## src/rtl/bba_pkg.sv

```systemverilog
package bba_pkg;

  // operation codes
  localparam logic [1:0] OP_INIT  = 2'd0;
  localparam logic [1:0] OP_ALLOC = 2'd1;
  localparam logic [1:0] OP_FREE  = 2'd2;
  localparam logic [1:0] OP_MARK  = 2'd3;

  // status codes
  localparam logic [1:0] ST_OK    = 2'd0;
  localparam logic [1:0] ST_NOFIT = 2'd1;
  localparam logic [1:0] ST_RANGE = 2'd2;

  // register indexes
  localparam logic [1:0] REG_BASE   = 2'd0;
  localparam logic [1:0] REG_BSIZE  = 2'd1;
  localparam logic [1:0] REG_BCOUNT = 2'd2;
  localparam logic [1:0] REG_RSVD   = 2'd3;

  localparam logic [31:0] BASE_RST   = 32'd0;
  localparam logic [16:0] BSIZE_RST  = 17'd4096;
  localparam logic [10:0] BCOUNT_RST = 11'd1024;
  localparam logic [10:0] RSVD_RST   = 11'd0;

  localparam logic [7:0] RESERVED_OWNER = 8'd5;

  localparam int BS_W  = 17;  // block size width
  localparam int DIV_W = 34;  // divider dividend width

  typedef struct packed {
    logic [1:0]  operation;
    logic [31:0] address;
    logic [31:0] size_bytes;
    logic [4:0]  align_bits;
    logic [7:0]  mark_value;
  } req_t;

  typedef struct packed {
    logic [1:0]  status;
    logic [31:0] result_address;
    logic [10:0] used_count;
  } rsp_t;

  typedef struct packed {
    logic [31:0] base_address;
    logic [16:0] block_size;
    logic [10:0] block_count;
    logic [10:0] reserved_blocks;
  } cfg_t;

  // id differing from zero and from both neighbors
  function automatic logic [7:0] fresh_id(input logic [7:0] left, input logic [7:0] right);
    logic [7:0] c;
    c = left + 8'd1;
    for (int k = 0; k < 3; k++) begin
      if (c == right || c == 8'd0) begin
        c = c + 8'd1;
      end
    end
    return c;
  endfunction

endpackage

```

## src/rtl/bba_div.sv

```systemverilog
module bba_div (
  input  logic                     clk,
  input  logic                     rst_n,
  input  logic                     start,
  input  logic [bba_pkg::DIV_W-1:0] dividend,
  input  logic [bba_pkg::BS_W-1:0]  divisor,
  output logic                     done,
  output logic [bba_pkg::DIV_W-1:0] quotient
);
  import bba_pkg::*;

  localparam int CNT_W = $clog2(DIV_W + 1);

  logic [BS_W-1:0]  rem_r;
  logic [DIV_W-1:0] quo_r;
  logic [CNT_W-1:0] cnt_r;
  logic             busy_r;
  logic             done_r;
  logic [BS_W:0]    shifted;
  logic [BS_W:0]    diff;

  // restoring, one quotient bit a cycle
  assign shifted = {rem_r, quo_r[DIV_W-1]};
  assign diff    = shifted - {1'b0, divisor};

  always_ff @(posedge clk) begin
    if (!rst_n) begin
      busy_r <= 1'b0;
      done_r <= 1'b0;
      cnt_r  <= '0;
    end else begin
      done_r <= 1'b0;
      if (start) begin
        quo_r  <= dividend;
        rem_r  <= '0;
        cnt_r  <= CNT_W'(DIV_W);
        busy_r <= 1'b1;
      end else if (busy_r) begin
        if (shifted >= {1'b0, divisor}) begin
          rem_r <= diff[BS_W-1:0];
          quo_r <= {quo_r[DIV_W-2:0], 1'b1};
        end else begin
          rem_r <= shifted[BS_W-1:0];
          quo_r <= {quo_r[DIV_W-2:0], 1'b0};
        end
        cnt_r <= cnt_r - CNT_W'(1);
        if (cnt_r == CNT_W'(1)) begin
          busy_r <= 1'b0;
          done_r <= 1'b1;
        end
      end
    end
  end

  assign done     = done_r;
  assign quotient = quo_r;

endmodule

```

## config.mk

```make
export PLATFORM = sky130hd
export DESIGN_NAME = bba_div
export DESIGN_NICKNAME = d
export VERILOG_FILES = /design/src/rtl/bba_pkg.sv /design/src/rtl/bba_div.sv
export SDC_FILE = /design/constraint.sdc
export NUM_CORES = 1
export LEC_CHECK = 0
export BUFFER_PORTS_ARGS = -buffer_cell sky130_fd_sc_hd__clkbuf_2
export CORE_ASPECT_RATIO = 0.9
export CORE_MARGIN = 2
export CORE_UTILIZATION = 54
export CTS_CLUSTER_DIAMETER = 150
export CTS_CLUSTER_SIZE = 40
export DETAILED_ROUTE_END_ITERATION = 10
export GPL_TIMING_DRIVEN = 0
export PLACE_DENSITY_LB_ADDON = 0.12
export SYNTH_ARGS = -nofsm -noshare
export SYNTH_HDL_FRONTEND = slang
export SYNTH_SLANG_ARGS = --single-unit
export TNS_END_PERCENT = 100
```

## constraint.sdc

```tcl
create_clock -name clk -period 3.74 [get_ports clk]
set_input_delay 0.748 -clock clk [delete_from_list [all_inputs] [get_ports clk]]
set_output_delay 0.748 -clock clk [all_outputs]
set_load 0.01 [all_outputs]
```

==> results.cfg <==
[outcome]
status = completed

[timing]
tightest_slew_ps = 585
skew_ps = 13.4
finalHoldViolCount = 0
tns_ps = 0
rsz0062_at_grt = no
setup_viol_count_final = 0
min_period_ps = 2890
slew_violations = 0
slew_headroom_pct = 61.0
min_period_over_period_pct = 77.2
fmax_ghz = 0.346

[clock_tree]
post_cts_buffers = 0
clock_path_buffers = 2
cts.sinks = 59
cts_hold_buf = 0
cts_max_level = 3
clk_latency_ps = 330
cts_tree = yes
postCtsResizedCells = 0
root_buffer = clkbuf_8
numCtsBuffers = 9
clkTransAtPathRegs_ps = 60

[final_layout]
drive_gt1_share_pct = 34.9
final_core_util_pct = 68.6
nets = 487
area_growth_pct = 20.9
final_cells = 503
antenna_cells = 0

[yosys]
synth_area_leaders = edfxtp_1, mux2_2, ha_1, dfxtp_1, nor2_1
ys_seq_elements = 59
ys_warn_count = 0
async_flop_share_pct = 0
synth_fp_nets = 388
yosysMostFrequentCell = edfxtp_1
yosysTopAreaCell = edfxtp_1
syn_area_sq_um = 3530
avgSynthCellArea_sq_um = 11.2
postSynthCellCount = 314
yosysTopAreaCellShare_pct = 43.4
synthTopCellsByCount = edfxtp_1, mux2_2, nor2_1
synth_edf_count = 51
ys_types = 52
synth_top_flop_cell = edfxtp_1
seq_area_frac_synth_pct = 47.9

[die]
ios = 89
initial_core_util_pct = 56.8
fp-row-count = 27
fp.dieArea_sq_um = 7200
coreArea_sq_um = 6220
die_x_um = 89.2
die_height_um = 80.7

[power]
power_frac_seq_pct = 44.8
p_leak_nw = 1.86
p_comb_share_pct = 25.7
swShare_pct = 28.8
ir_drop_mv = 0.296
internal_power_mw = 1.29
p_per_area_nw_per_um2 = 424
p_switching_mw = 0.522
total_power_mw = 1.81
clockPowerShare_pct = 29.6

[placement]
portBuffers = 87
dpl.cell_count = 489
gp_congestion = 0.798
hpwl_um = 5710

[route]
vias = 2744
ant_nets = 0
wl_per_cell_um = 15.2
wl_um = 7630
drc = 0
vias_per_cell = 5.46
first_pass_iters = 4
first_iter_violations = 152

[critical_path]
cp.arrival_ps = 2970
cp_max_fo = 4
critPathLaunchType = primary input
end_kind = register
worst-setup-path-type = primary input to register
cp_data_required_time_ps = 3820

[flow_run]
maxCapViolCount = 0

[global_routing]
grt_pass1_vias = 2667
grt_max_degree = 35
grt_overflow = 0
grt_usage_pct = 21.9
antenna_found_initial = 0
grt_pass1_wl_um = 12000

[min_path]
hp-class = register to register
state kept, by name, indices dropped and copies added, names as in the netlist:
register,cells
busy_r,1
cnt_r,6
done,1
quotient,34
rem_r,17
metal layers:
layer  part of all wire (%)  wire, um  global-route usage [%]  vias up
met3                    6.4       487                    6.37        4
li1                       -         -                       -     1362
met5                      0         0                       0        -
met1                     44      3340                    29.0     1294
met2                     49      3770                    35.2       84
met4                   0.52        40                    6.12        0
power groups by stage:
| stage | Combinational (mW) | Clock (mW) | Sequential, mW |
|---|---|---|---|
| final | 0.465 | 0.535 | 0.811 |
| after floorplan | 0.326 | 0 | 0.831 |
| after global placement | 0.446 | 0 | 0.824 |
| after global routing | 0.516 | 0.567 | 0.817 |
| after CTS | 0.463 | 0.550 | 0.811 |
| after detailed placement | 0.460 | 0 | 0.824 |
path summary, 6_finish.rpt:
| path | startpoint | end | slack (ps) | cells after the start |
|---|---|---|---|---|
| setup / recovery | divisor[0] | rem_r[14]$_SDFFCE_PP0P_ | 850 | 10 |
| hold reg to reg | busy_r$_SDFF_PN0_ | done$_SDFF_PP0_ | 550 | 2 |
| setup reg to reg | quotient[33]$_DFFE_PP_ | rem_r[14]$_SDFFCE_PP0P_ | 870 | 10 |
| hold / removal | busy_r$_SDFF_PN0_ | done$_SDFF_PP0_ | 550 | 2 |
cell usage in the layout (no fill, tap or decap), types with 3 or more instances in the layout:
master / count
a21boi_0: 3
a21o_1: 6
a21oi_1: 17
and3_1: 4
buf_1: 4
clkbuf_1: 5
clkbuf_2: 87
clkbuf_8: 9
dfxtp_1: 8
edfxtp_1: 51
ha_1: 19
inv_1: 24
mux2_2: 34
mux2i_1: 10
nand2_1: 20
nand2b_1: 3
nand3_1: 5
nor2_1: 28
nor3_1: 5
o2111ai_1: 5
o211ai_1: 3
o21ai_0: 7
xnor2_1: 11
xor2_1: 4
cell type report:
| class | instances | area (sq um) |
|---|---|---|
| Sequential cell | 59 | 1690 |
| Clock buffer | 10 | 128 |
| Tap cell | 87 | 109 |
| Multi-Input combinational cell | 219 | 1680 |
| Buffer | 12 | 65.1 |
| Inverter | 24 | 90.1 |
| Timing Repair Buffer | 88 | 455 |
| Fill cell | 524 | 1950 |
| Clock inverter | 4 | 43.8 |
worst max-delay path: stages:
cell,delay (ps)
clkbuf_2,90
ha_1,150
inv_1,50
fa_1,400
a21o_1,250
a311o_1,410
a221oi_1,440
o21ai_0,180
xnor2_1,160
o22ai_1,90
per-stage QoR:
step / hold WS [ps] / setup WS [ps] / instance area (sq um)
floorplan: 491 / 828 / 3530
global placement: 527 / 159 / 4070
detailed placement: 538 / 550 / 4100
CTS: 550 / 878 / 4270
global route: 588 / 684 / 4270
finish: 548 / 851 / 4270
logic make-up (layout without fill, tap and decap cells):
family	count (synthesis)	count (layout)	synth area share (%)
AND/OR/NAND/NOR	76	76	9.82
AO/OA/AOI/OAI	64	64	13.2
flip-flops	59	59	47.9
multiplexers	44	44	13.7
buffers and inverters	36	138	4.40
adder cells (fa/ha/maj)	20	20	7.30
XOR/XNOR	15	15	3.72
(Power assumes the default switching activity.)
