**config.mk**
```make
export PLATFORM = sky130hd
export DESIGN_NAME = bba_regs
export DESIGN_NICKNAME = d
export VERILOG_FILES = /design/src/rtl/bba_pkg.sv /design/src/rtl/bba_regs.sv
export SDC_FILE = /design/constraint.sdc
export NUM_CORES = 1
export LEC_CHECK = 0
export BUFFER_PORTS_ARGS = -buffer_cell sky130_fd_sc_hd__buf_2
export CAP_MARGIN = 40
export CORE_UTILIZATION = 42
export DETAILED_ROUTE_END_ITERATION = 10
export PLACE_DENSITY_LB_ADDON = 0.08
export SLEW_MARGIN = 20
export SYNTH_ARGS = -nofsm -noshare
export SYNTH_HDL_FRONTEND = slang
export SYNTH_SLANG_ARGS = --single-unit
```
**constraint.sdc**
```tcl
create_clock -name clk -period 1.51 [get_ports clk]
set_clock_uncertainty 0.05 [all_clocks]
set_input_delay 0.302 -clock clk [delete_from_list [all_inputs] [get_ports clk]]
set_output_delay 0.302 -clock clk [all_outputs]
set_load 0.01 [all_outputs]
```
**src/rtl/bba_pkg.sv**
```systemverilog
package bba_pkg;

  // operation codes
  localparam logic [1:0] OP_INIT  = 2'd0;
  localparam logic [1:0] OP_ALLOC = 2'd1;
  localparam logic [1:0] OP_FREE  = 2'd2;
  localparam logic [1:0] OP_MARK  = 2'd3;

  // status codes
  localparam logic [1:0] ST_OK    = 2'd0;
  localparam logic [1:0] ST_NOFIT = 2'd1;
  localparam logic [1:0] ST_RANGE = 2'd2;

  // register indexes
  localparam logic [1:0] REG_BASE   = 2'd0;
  localparam logic [1:0] REG_BSIZE  = 2'd1;
  localparam logic [1:0] REG_BCOUNT = 2'd2;
  localparam logic [1:0] REG_RSVD   = 2'd3;

  localparam logic [31:0] BASE_RST   = 32'd0;
  localparam logic [16:0] BSIZE_RST  = 17'd4096;
  localparam logic [10:0] BCOUNT_RST = 11'd1024;
  localparam logic [10:0] RSVD_RST   = 11'd0;

  localparam logic [7:0] RESERVED_OWNER = 8'd5;

  localparam int BS_W  = 17;  // block size width
  localparam int DIV_W = 34;  // divider dividend width

  typedef struct packed {
    logic [1:0]  operation;
    logic [31:0] address;
    logic [31:0] size_bytes;
    logic [4:0]  align_bits;
    logic [7:0]  mark_value;
  } req_t;

  typedef struct packed {
    logic [1:0]  status;
    logic [31:0] result_address;
    logic [10:0] used_count;
  } rsp_t;

  typedef struct packed {
    logic [31:0] base_address;
    logic [16:0] block_size;
    logic [10:0] block_count;
    logic [10:0] reserved_blocks;
  } cfg_t;

  // id differing from zero and from both neighbors
  function automatic logic [7:0] fresh_id(input logic [7:0] left, input logic [7:0] right);
    logic [7:0] c;
    c = left + 8'd1;
    for (int k = 0; k < 3; k++) begin
      if (c == right || c == 8'd0) begin
        c = c + 8'd1;
      end
    end
    return c;
  endfunction

endpackage

```
**src/rtl/bba_regs.sv**
```systemverilog
module bba_regs (
  input  logic           clk,
  input  logic           rst_n,
  input  logic           psel,
  input  logic           penable,
  input  logic           pwrite,
  input  logic [3:0]     paddr,
  input  logic [31:0]    pwdata,
  output logic [31:0]    prdata,
  output logic           pready,
  output bba_pkg::cfg_t  cfg
);
  import bba_pkg::*;

  cfg_t       cfg_r;
  logic [1:0] idx;

  assign idx    = paddr[3:2];
  assign pready = 1'b1;

  always_ff @(posedge clk) begin
    if (!rst_n) begin
      cfg_r.base_address    <= BASE_RST;
      cfg_r.block_size      <= BSIZE_RST;
      cfg_r.block_count     <= BCOUNT_RST;
      cfg_r.reserved_blocks <= RSVD_RST;
    end else if (psel && penable && pwrite) begin
      case (idx)
        REG_BASE:   cfg_r.base_address    <= pwdata;
        REG_BSIZE:  cfg_r.block_size      <= pwdata[16:0];
        REG_BCOUNT: cfg_r.block_count     <= pwdata[10:0];
        REG_RSVD:   cfg_r.reserved_blocks <= pwdata[10:0];
        default: ;
      endcase
    end
  end

  always_comb begin
    case (idx)
      REG_BASE:   prdata = cfg_r.base_address;
      REG_BSIZE:  prdata = {15'd0, cfg_r.block_size};
      REG_BCOUNT: prdata = {21'd0, cfg_r.block_count};
      REG_RSVD:   prdata = {21'd0, cfg_r.reserved_blocks};
      default:    prdata = 32'd0;
    endcase
  end

  assign cfg = cfg_r;

endmodule

```
==> flow_metrics.py, run 1 <==
metrics = {
    "power_and_ir_drop": {
        "powerDensity_mw_per_mm2": 825,
        "leakagePower_uw": 0.00224,
        "power_uw": 3840,
        "peakVddDrop_mv": 0.391,
    },
    "layout": {
        "diodes": 0,
        "final_util": 0.638,
        "syn2layout_area_growth_pct": 45.6,
        "fin_nets": 528,
        "layout_commonest_cell": "buf_2",
        "drive_above_1_share": 0.500,
        "final_cell_mix": "buf_2, nand2_1, mux2i_1, dfxtp_1, dfxtp_2",
        "fillers": 672,
        "largest_reg_flops": 71,
    },
    "yosys": {
        "yosysWarnings": 0,
        "ys_seq_area_frac": 0.445,
        "synthTopCellsByArea": "dfxtp_1, mux2i_1, nand2_1",
        "synth_seq_cells": 71,
        "synth_top_area_share": 0.445,
        "synthCells": 319,
        "synth_top_area_cell": "dfxtp_1",
        "syn_nets": 360,
        "synth_area_mm2": 0.00320,
        "avgSynthCellArea_um2": 10.0,
        "synth.distinct_cells": 24,
    },
    "placement": {
        "place.gp.congestion": 0.708,
        "portBuffers": 141,
        "place_hpwl_um": 5490,
        "dp_slack_ps": -102,
    },
    "detailed_routing": {
        "vias_per_cell": 4.77,
        "drt_first_pass_iters": 4,
        "drt_iter0_drc": 83,
        "drtAntennaViolNets": 0,
        "vias": 2818,
        "routed_wl_um": 8000,
        "wire_per_inst_um": 13.5,
        "drc_errors": 0,
    },
    "clock_tree": {
        "cts_tree": "done",
        "clockRootBuffer": "clkbuf_8",
        "clk_pin_slew_ps": 80,
        "clk_latency_ps": 320,
        "clkSinkCount": 71,
        "numCtsBuffers": 9,
        "cts.hold.buffers_added": 0,
        "cts-htree-levels": 3,
        "clk_path_buf_depth": 2,
    },
    "critical_path": {
        "crit_slowest_cell": "mux4_2",
        "r2r_end": "cfg[21]",
        "end_kind": "output port",
        "crit_start": "cfg[3]",
        "r2r_cells": 3,
        "ff2ff_setup_slack_ps": 750,
        "worstPathCellList": "mux4_2 -> buf_6",
        "critical_path_arrival_ps": 1270,
        "crit_type": "flip-flop to output port",
        "critPathMaxStageDelay_ps": 480,
        "crit_required_ps": 1160,
        "rr_startpoint": "cfg[21]",
        "critPathMaxFanout": 2,
        "crit_path_start_kind": "flip-flop",
        "worstSetupEndpoint": "prdata[3]",
    },
    "global_route": {
        "grt_remaining_overflow": 0,
        "antenna_found_initial": 0,
        "grt_pass1_vias": 2553,
        "grt_max_degree": 49,
        "grt_pass1_wl_um": 12100,
        "grt_use_total": 0.201,
    },
    "run_status": {
        "outcome": "finished with violations",
        "violations": "negative setup slack",
    },
    "hold_path": {
        "hold_class": "primary input to flip-flop",
    },
    "run": {
        "maxCapViolations": 0,
    },
    "floorplan": {
        "die_y_um": 89.2,
        "io-pin-count": 145,
        "core_mm2": 0.00729,
        "die_x_um": 89.2,
        "std_cell_rows": 31,
        "die_area_mm2": 0.00796,
        "start_util": 0.438,
    },
    "timing": {
        "final_max_slew_viol_count": 0,
        "fin_tns_setup_ps": -1110,
        "final_hold_viol_count": 0,
        "fmax_ghz": 0.615,
        "setup_violations": 11,
        "period_minus_slack_ps": 1630,
        "rsz0062_at_grt": "yes",
        "min_period_over_period": 1.08,
        "setup_slack_ps": -116,
    },
}
[what timing repair did]
action	in CTS	in global routing
pin swaps	0	1
buffers inserted	20	2
endpoints found under the setup margin	13	28
resized for setup	40	7
cloned	0	1
[logic make-up after synthesis]
| family | after synthesis | share of synthesized area |
|---|---|---|
| buffers and inverters | 27 | 0.0536 |
| muxes | 86 | 0.312 |
| DFF | 71 | 0.445 |
| and+or+nand+nor | 131 | 0.181 |
| AOI/OAI and AO/OA | 3 | 0.00666 |
| other | 1 | 0.00117 |
[how the worst min path moves through the flow]
stage	endpoint	from	cells past startpoint
floorplan	cfg[56]	pwdata[17]	2
global placement	cfg[63]	cfg[63]	2
detailed placement	cfg[59]	cfg[59]	2
CTS	cfg[70]	pwdata[31]	3
global route	cfg[70]	pwdata[31]	3
finish	cfg[64]	pwdata[25]	3
[critical path: cells and delay by family, from the launching register on]
family | cells | cell delay [ps]
buffers and inverters | 1 | 140
multiplexers | 1 | 480
flip-flops | 1 | 320
[cells in the mapped netlist, drive strengths merged]
cell type and n:
nand4b 1, nor2 8, and3 1, mux4 11
mux2i 75, dfxtp 71, o211ai 1, o311ai 1
nand3 2, nand2 101, nor3b 1, clkbuf 3
nor3 1, and2 15, inv 2, o21ai 1
nand4 1, conb 1, buf 22
[where the power goes]
| part | switching (µW) | total [µW] | internal, µW |
|---|---|---|---|
| sequential | 16.4 | 1910 | 1900 |
| combinational | 197 | 392 | 194 |
| clock | 683 | 1530 | 850 |
| total | 896 | 3840 | 2940 |
[per-stage QoR]
| step | instance area [µm²] | cells | hold WS [ps] |
|---|---|---|---|
| 2_1_floorplan | 3200 | 319 | 394 |
| 3_3_place_gp | 4140 | 553 | 400 |
| 3_5_place_dp | 4140 | 553 | 408 |
| 4_1_cts | 4600 | 589 | 146 |
| 5_1_grt | 4650 | 591 | 153 |
| 6_report | 4650 | 591 | 160 |
[per-layer routing]
layer | vias to the layer above | global-route usage | share of wire
met1 | 1322 | 0.251 | 0.46
li1 | 1409 | - | -
met4 | 0 | 0.0765 | 0.0072
met5 | - | 0 | 0
met2 | 82 | 0.334 | 0.48
met3 | 5 | 0.0508 | 0.057
[layout make-up]
cell class,instances,area (µm²),share of cell area
multi-input cells,221,1610,0.346
flip-flops and latches,71,1460,0.314
repair buffers,182,1240,0.268
clock buffers,11,151,0.0325
well taps,99,124,0.0266
clock inverters,5,56.3,0.0121
inverters,2,7.51,0.00161
Power figures use the tool's default switching activity.
==> inputs of run 2 (changes only) <==
SETUP_SLACK_MARGIN = 0.05   (was default)
==> run 2 against run 1 <==
Compared with the run above: the flow still finishes with violations (negative setup slack); utilization is 2.0 points higher; design area increased by 3.1%; combinational power increased by 2%; count of clock-buffer cells in the layout decreased by 1; non-clock buffer count decreased by 2; sequential power is essentially flat; total power grew 5.0%; critical path depth unchanged; worst setup slack worse by 11 ps; clock power up 12%; largest power group unchanged.
==> flow_metrics.py, run 2 (synthesis results as in run 1) <==
metrics = {
    "timing": {
        "fmax_ghz": 0.611,
        "setup_violations": 11,
        "min_period_over_period": 1.08,
        "final_hold_viol_count": 0,
        "setup_slack_ps": -127,
        "final_max_slew_viol_count": 0,
        "period_minus_slack_ps": 1640,
        "rsz0062_at_grt": "yes",
    },
    "layout": {
        "layout_commonest_cell": "buf_2",
        "largest_reg_flops": 71,
        "drive_above_1_share": 0.529,
        "final_cell_mix": "buf_2, nand2_1, mux2i_1, dfxtp_1, dfxtp_2",
        "finalNonFillerCells": 589,
        "fillers": 627,
        "fin_nets": 526,
        "diodes": 0,
        "final_util": 0.658,
        "syn2layout_area_growth_pct": 50.2,
    },
    "clock_tree": {
        "clockRootBuffer": "clkbuf_8",
        "cts_tree": "done",
        "cts-htree-levels": 3,
        "clkSinkCount": 71,
        "clk_path_buf_depth": 2,
        "numCtsBuffers": 9,
        "clk_pin_slew_ps": 90,
        "clk_latency_ps": 330,
        "cts.hold.buffers_added": 0,
    },
    "critical_path": {
        "end_kind": "output port",
        "critical_path_arrival_ps": 1290,
        "crit_required_ps": 1160,
        "crit_path_start_kind": "flip-flop",
        "critPathMaxFanout": 3,
        "crit_type": "flip-flop to output port",
    },
    "detailed_routing": {
        "drt_iter0_drc": 94,
        "drtAntennaViolNets": 0,
        "drc_errors": 0,
        "vias": 2816,
        "routed_wl_um": 8210,
        "vias_per_cell": 4.78,
        "wire_per_inst_um": 13.9,
        "drt_first_pass_iters": 4,
    },
    "run": {
        "maxCapViolations": 0,
    },
    "floorplan": {
        "die_area_mm2": 0.00796,
        "std_cell_rows": 31,
        "io-pin-count": 145,
        "die_y_um": 89.2,
        "die_x_um": 89.2,
        "start_util": 0.438,
        "core_mm2": 0.00729,
    },
    "placement": {
        "place_hpwl_um": 5490,
        "portBuffers": 141,
        "place_inst": 552,
        "place.gp.congestion": 0.731,
    },
    "global_route": {
        "grt_pass1_vias": 2553,
        "antenna_found_initial": 0,
        "grt_max_degree": 55,
        "grt_remaining_overflow": 0,
        "grt_use_total": 0.200,
        "grt_pass1_wl_um": 12100,
    },
    "run_status": {
        "outcome": "finished with violations",
        "violations": "negative setup slack",
    },
    "power_and_ir_drop": {
        "peakVddDrop_mv": 0.602,
        "leakagePower_uw": 0.00227,
        "powerDensity_mw_per_mm2": 840,
    },
    "hold_path": {
        "hold_class": "primary input to flip-flop",
    },
}
[run 2: area by class of cell]
class / instances / area (µm²) / area share
Multi-Input combinational cell: 221 / 1640 / 0.342
Clock buffer: 10 / 138 / 0.0287
Clock inverter: 6 / 91.3 / 0.0190
Timing Repair Buffer: 180 / 1330 / 0.278
Inverter: 2 / 7.51 / 0.00156
Sequential cell: 71 / 1460 / 0.305
Tap cell: 99 / 124 / 0.0258
[run 2: layer usage]
metal  track usage  vias up  part of all wire
li1              -     1399                 -
met1         0.250     1317              0.44
met2         0.338       90              0.49
met3        0.0443       10             0.055
met4        0.0779        0             0.012
met5             0        -                 0
[run 2: through the flow]
stage                     TNS [ps]  area [µm²]  power [µW]  hold WS, ps  worst slack, ps
after floorplan                  0        3210        2160          394             61.0
after global placement       -1630        4150        2310          399            -74.8
after detailed placement     -2090        4150        2320          410            -81.8
after CTS                    -1320        4610        4040          143             -132
after global routing         -1690        4800        4190          166             -180
final                        -1250        4800        4030          151             -127
[run 2: timing repair]
action / in CTS / in global routing
buffers inserted: 18 / 2
cloned: 0 / 1
setup endpoints to repair: 16 / 32
resized for setup: 41 / 36
pin swaps: 0 / 7
[run 2: power breakdown]
group,total [µW],leakage [µW],internal (µW),switching [µW]
Clock,1720,0.000105,981,737
Combinational,398,0.00157,199,200
Sequential,1910,0.000589,1900,16.8
[run 2: worst max-delay path, cell delays in order, from the launching register on]
cell and delay, ps:
dfxtp_2 340, mux4_2 470, buf_6 130
[run 2: worst paths after layout]
kind / from / slack, ps / depth (start not counted) / endpoint
max: cfg[5] / -130 / 2 / prdata[5]
min: pwdata[24] / 150 / 3 / cfg[63]
max reg2reg: cfg[3] / 670 / 4 / cfg[3]
min reg2reg: cfg[46] / 420 / 2 / cfg[46]
==> inputs of run 3 (changes only) <==
--- a/constraint.sdc
+++ b/constraint.sdc
@@ -3,3 +3,3 @@
 set_input_delay 0.302 -clock clk [delete_from_list [all_inputs] [get_ports clk]]
 set_output_delay 0.302 -clock clk [all_outputs]
-set_load 0.01 [all_outputs]
+set_load 0.1 [all_outputs]
==> run 3 against run 2 <==
Compared with the run above: the flow still finishes with violations (negative setup slack); critical path type unchanged; largest cell class unchanged; worst setup slack got worse by 100 ps; global-route usage rose by 2.9 points; highest routed layer unchanged; combinational power rose by 75%; routed wire length rose by 5.0%; register-to-register slack improved by 110 ps; maximum frequency fell by 5.9%; critical path depth did not move.
==> flow_metrics.py, run 3 (synthesis results as in run 1) <==
metrics = {
    "global_route": {
        "antenna_found_initial": 0,
        "met2_usage": 0.394,
        "grt_use_met1": 0.269,
        "busiest_layer": "met2",
        "grt_pass1_vias": 2765,
        "grt_remaining_overflow": 0,
        "grt_use_total": 0.229,
        "use_met3": 0.0489,
        "grt_max_degree": 60,
        "grt_pass1_wl_um": 13400,
    },
    "timing": {
        "final_hold_viol_count": 0,
        "fmax_ghz": 0.574,
        "min_period_over_period": 1.15,
        "setup_violations": 27,
        "period_minus_slack_ps": 1740,
        "rsz0062_at_grt": "yes",
        "final_max_slew_viol_count": 0,
        "setup_slack_ps": -231,
    },
    "floorplan": {
        "start_util": 0.438,
        "io-pin-count": 145,
        "std_cell_rows": 31,
        "die_y_um": 89.2,
        "core_mm2": 0.00729,
        "die_area_mm2": 0.00796,
        "die_x_um": 89.2,
    },
    "critical_path": {
        "crit_type": "flip-flop to output port",
        "critPathMaxStageDelay_ps": 480,
        "crit_path_start_kind": "flip-flop",
        "critPathMaxFanout": 3,
        "worstPathCellList": "mux4_2 -> buf_6",
        "end_kind": "output port",
        "crit_required_ps": 1160,
        "critical_path_arrival_ps": 1390,
        "crit_slowest_cell": "mux4_2",
    },
    "detailed_routing": {
        "wire_per_inst_um": 15.0,
        "vias_per_cell": 4.90,
        "vias": 2813,
        "routed_wl_um": 8630,
        "drc_errors": 0,
        "drtAntennaViolNets": 0,
        "drt_iter0_drc": 64,
        "drt_first_pass_iters": 6,
    },
    "placement": {
        "portBuffers": 141,
        "place_hpwl_um": 5980,
        "place_area_mm2": 0.00476,
        "place_inst": 554,
        "place.gp.congestion": 0.811,
    },
    "clock_tree": {
        "cts-htree-levels": 3,
        "clockRootBuffer": "clkbuf_8",
        "cts.hold.buffers_added": 0,
        "clk_latency_ps": 350,
        "cts_tree": "done",
        "clk_pin_slew_ps": 70,
        "clkSinkCount": 71,
        "clk_path_buf_depth": 2,
        "numCtsBuffers": 9,
    },
    "run": {
        "maxCapViolations": 0,
    },
    "layout": {
        "diodes": 0,
        "syn2layout_area_growth_pct": 68.9,
        "fin_nets": 511,
        "final_cell_mix": "nand2_1, buf_4, mux2i_1, dfxtp_4, buf_2",
        "finalNonFillerCells": 574,
        "layout_commonest_cell": "nand2_1",
        "fillers": 524,
        "fin_area_mm2": 0.00540,
        "largest_reg_flops": 71,
        "drive_above_1_share": 0.617,
    },
    "run_status": {
        "outcome": "finished with violations",
        "violations": "negative setup slack",
    },
    "hold_path": {
        "hold_class": "primary input to flip-flop",
    },
    "power_and_ir_drop": {
        "peakVddDrop_mv": 0.515,
        "leakagePower_uw": 0.00226,
        "powerDensity_mw_per_mm2": 799,
    },
}
==> run 3: path summary, 6_finish.rpt <==
kind              startpoint   endpoint  slack [ps]  cells past startpoint
setup reg to reg     cfg[34]    cfg[34]         780                      2
hold reg to reg      cfg[70]    cfg[70]         420                      2
hold / removal    pwdata[21]    cfg[60]         130                      3
setup / recovery      cfg[5]  prdata[5]        -230                      2
==> run 3: cell type report <==
cell class	count	area (µm²)	area share
Multi-Input combinational cell	221	1750	0.324
Sequential cell	71	1650	0.306
Timing Repair Buffer	165	1630	0.303
Clock buffer	9	124	0.0229
Tap cell	99	124	0.0229
Clock inverter	7	111	0.0206
Inverter	2	7.51	0.00139
==> run 3: layer usage <==
layer	vias to the layer above	share of wire
met3	10	0.051
met2	92	0.51
met1	1334	0.42
met5	-	0
met4	0	0.019
li1	1377	-
==> run 3: worst max-delay path: cells and delay by family, from the launching register on <==
family / cells / cell delay (ps)
buffers and inverters: 1 / 200
DFF: 1 / 350
muxes: 1 / 480
==> run 3: metrics by stage <==
step | utilization | setup TNS (ps) | hold slack [ps] | setup slack [ps] | power, µW
2_1_floorplan | - | -2660 | 384 | -149 | 2350
3_3_place_gp | 0.653 | -7070 | 396 | -215 | 2500
3_5_place_dp | 0.653 | -8500 | 412 | -243 | 2510
4_1_cts | 0.739 | -5070 | 125 | -248 | 4350
5_1_grt | 0.740 | -4740 | 143 | -262 | 4460
6_report | 0.740 | -3960 | 134 | -231 | 4310
==> run 3: repair_timing <==
action	4_1_cts	5_1_grt
gates cloned	1	0
pin swaps	22	2
setup buffers	4	0
setup endpoints to repair	103	33
gates resized for setup	111	6
==> run 3: power by group <==
group	total (µW)	switching, µW	internal [µW]
combinational	697	459	237
sequential	1830	21.9	1810
clock	1780	696	1090
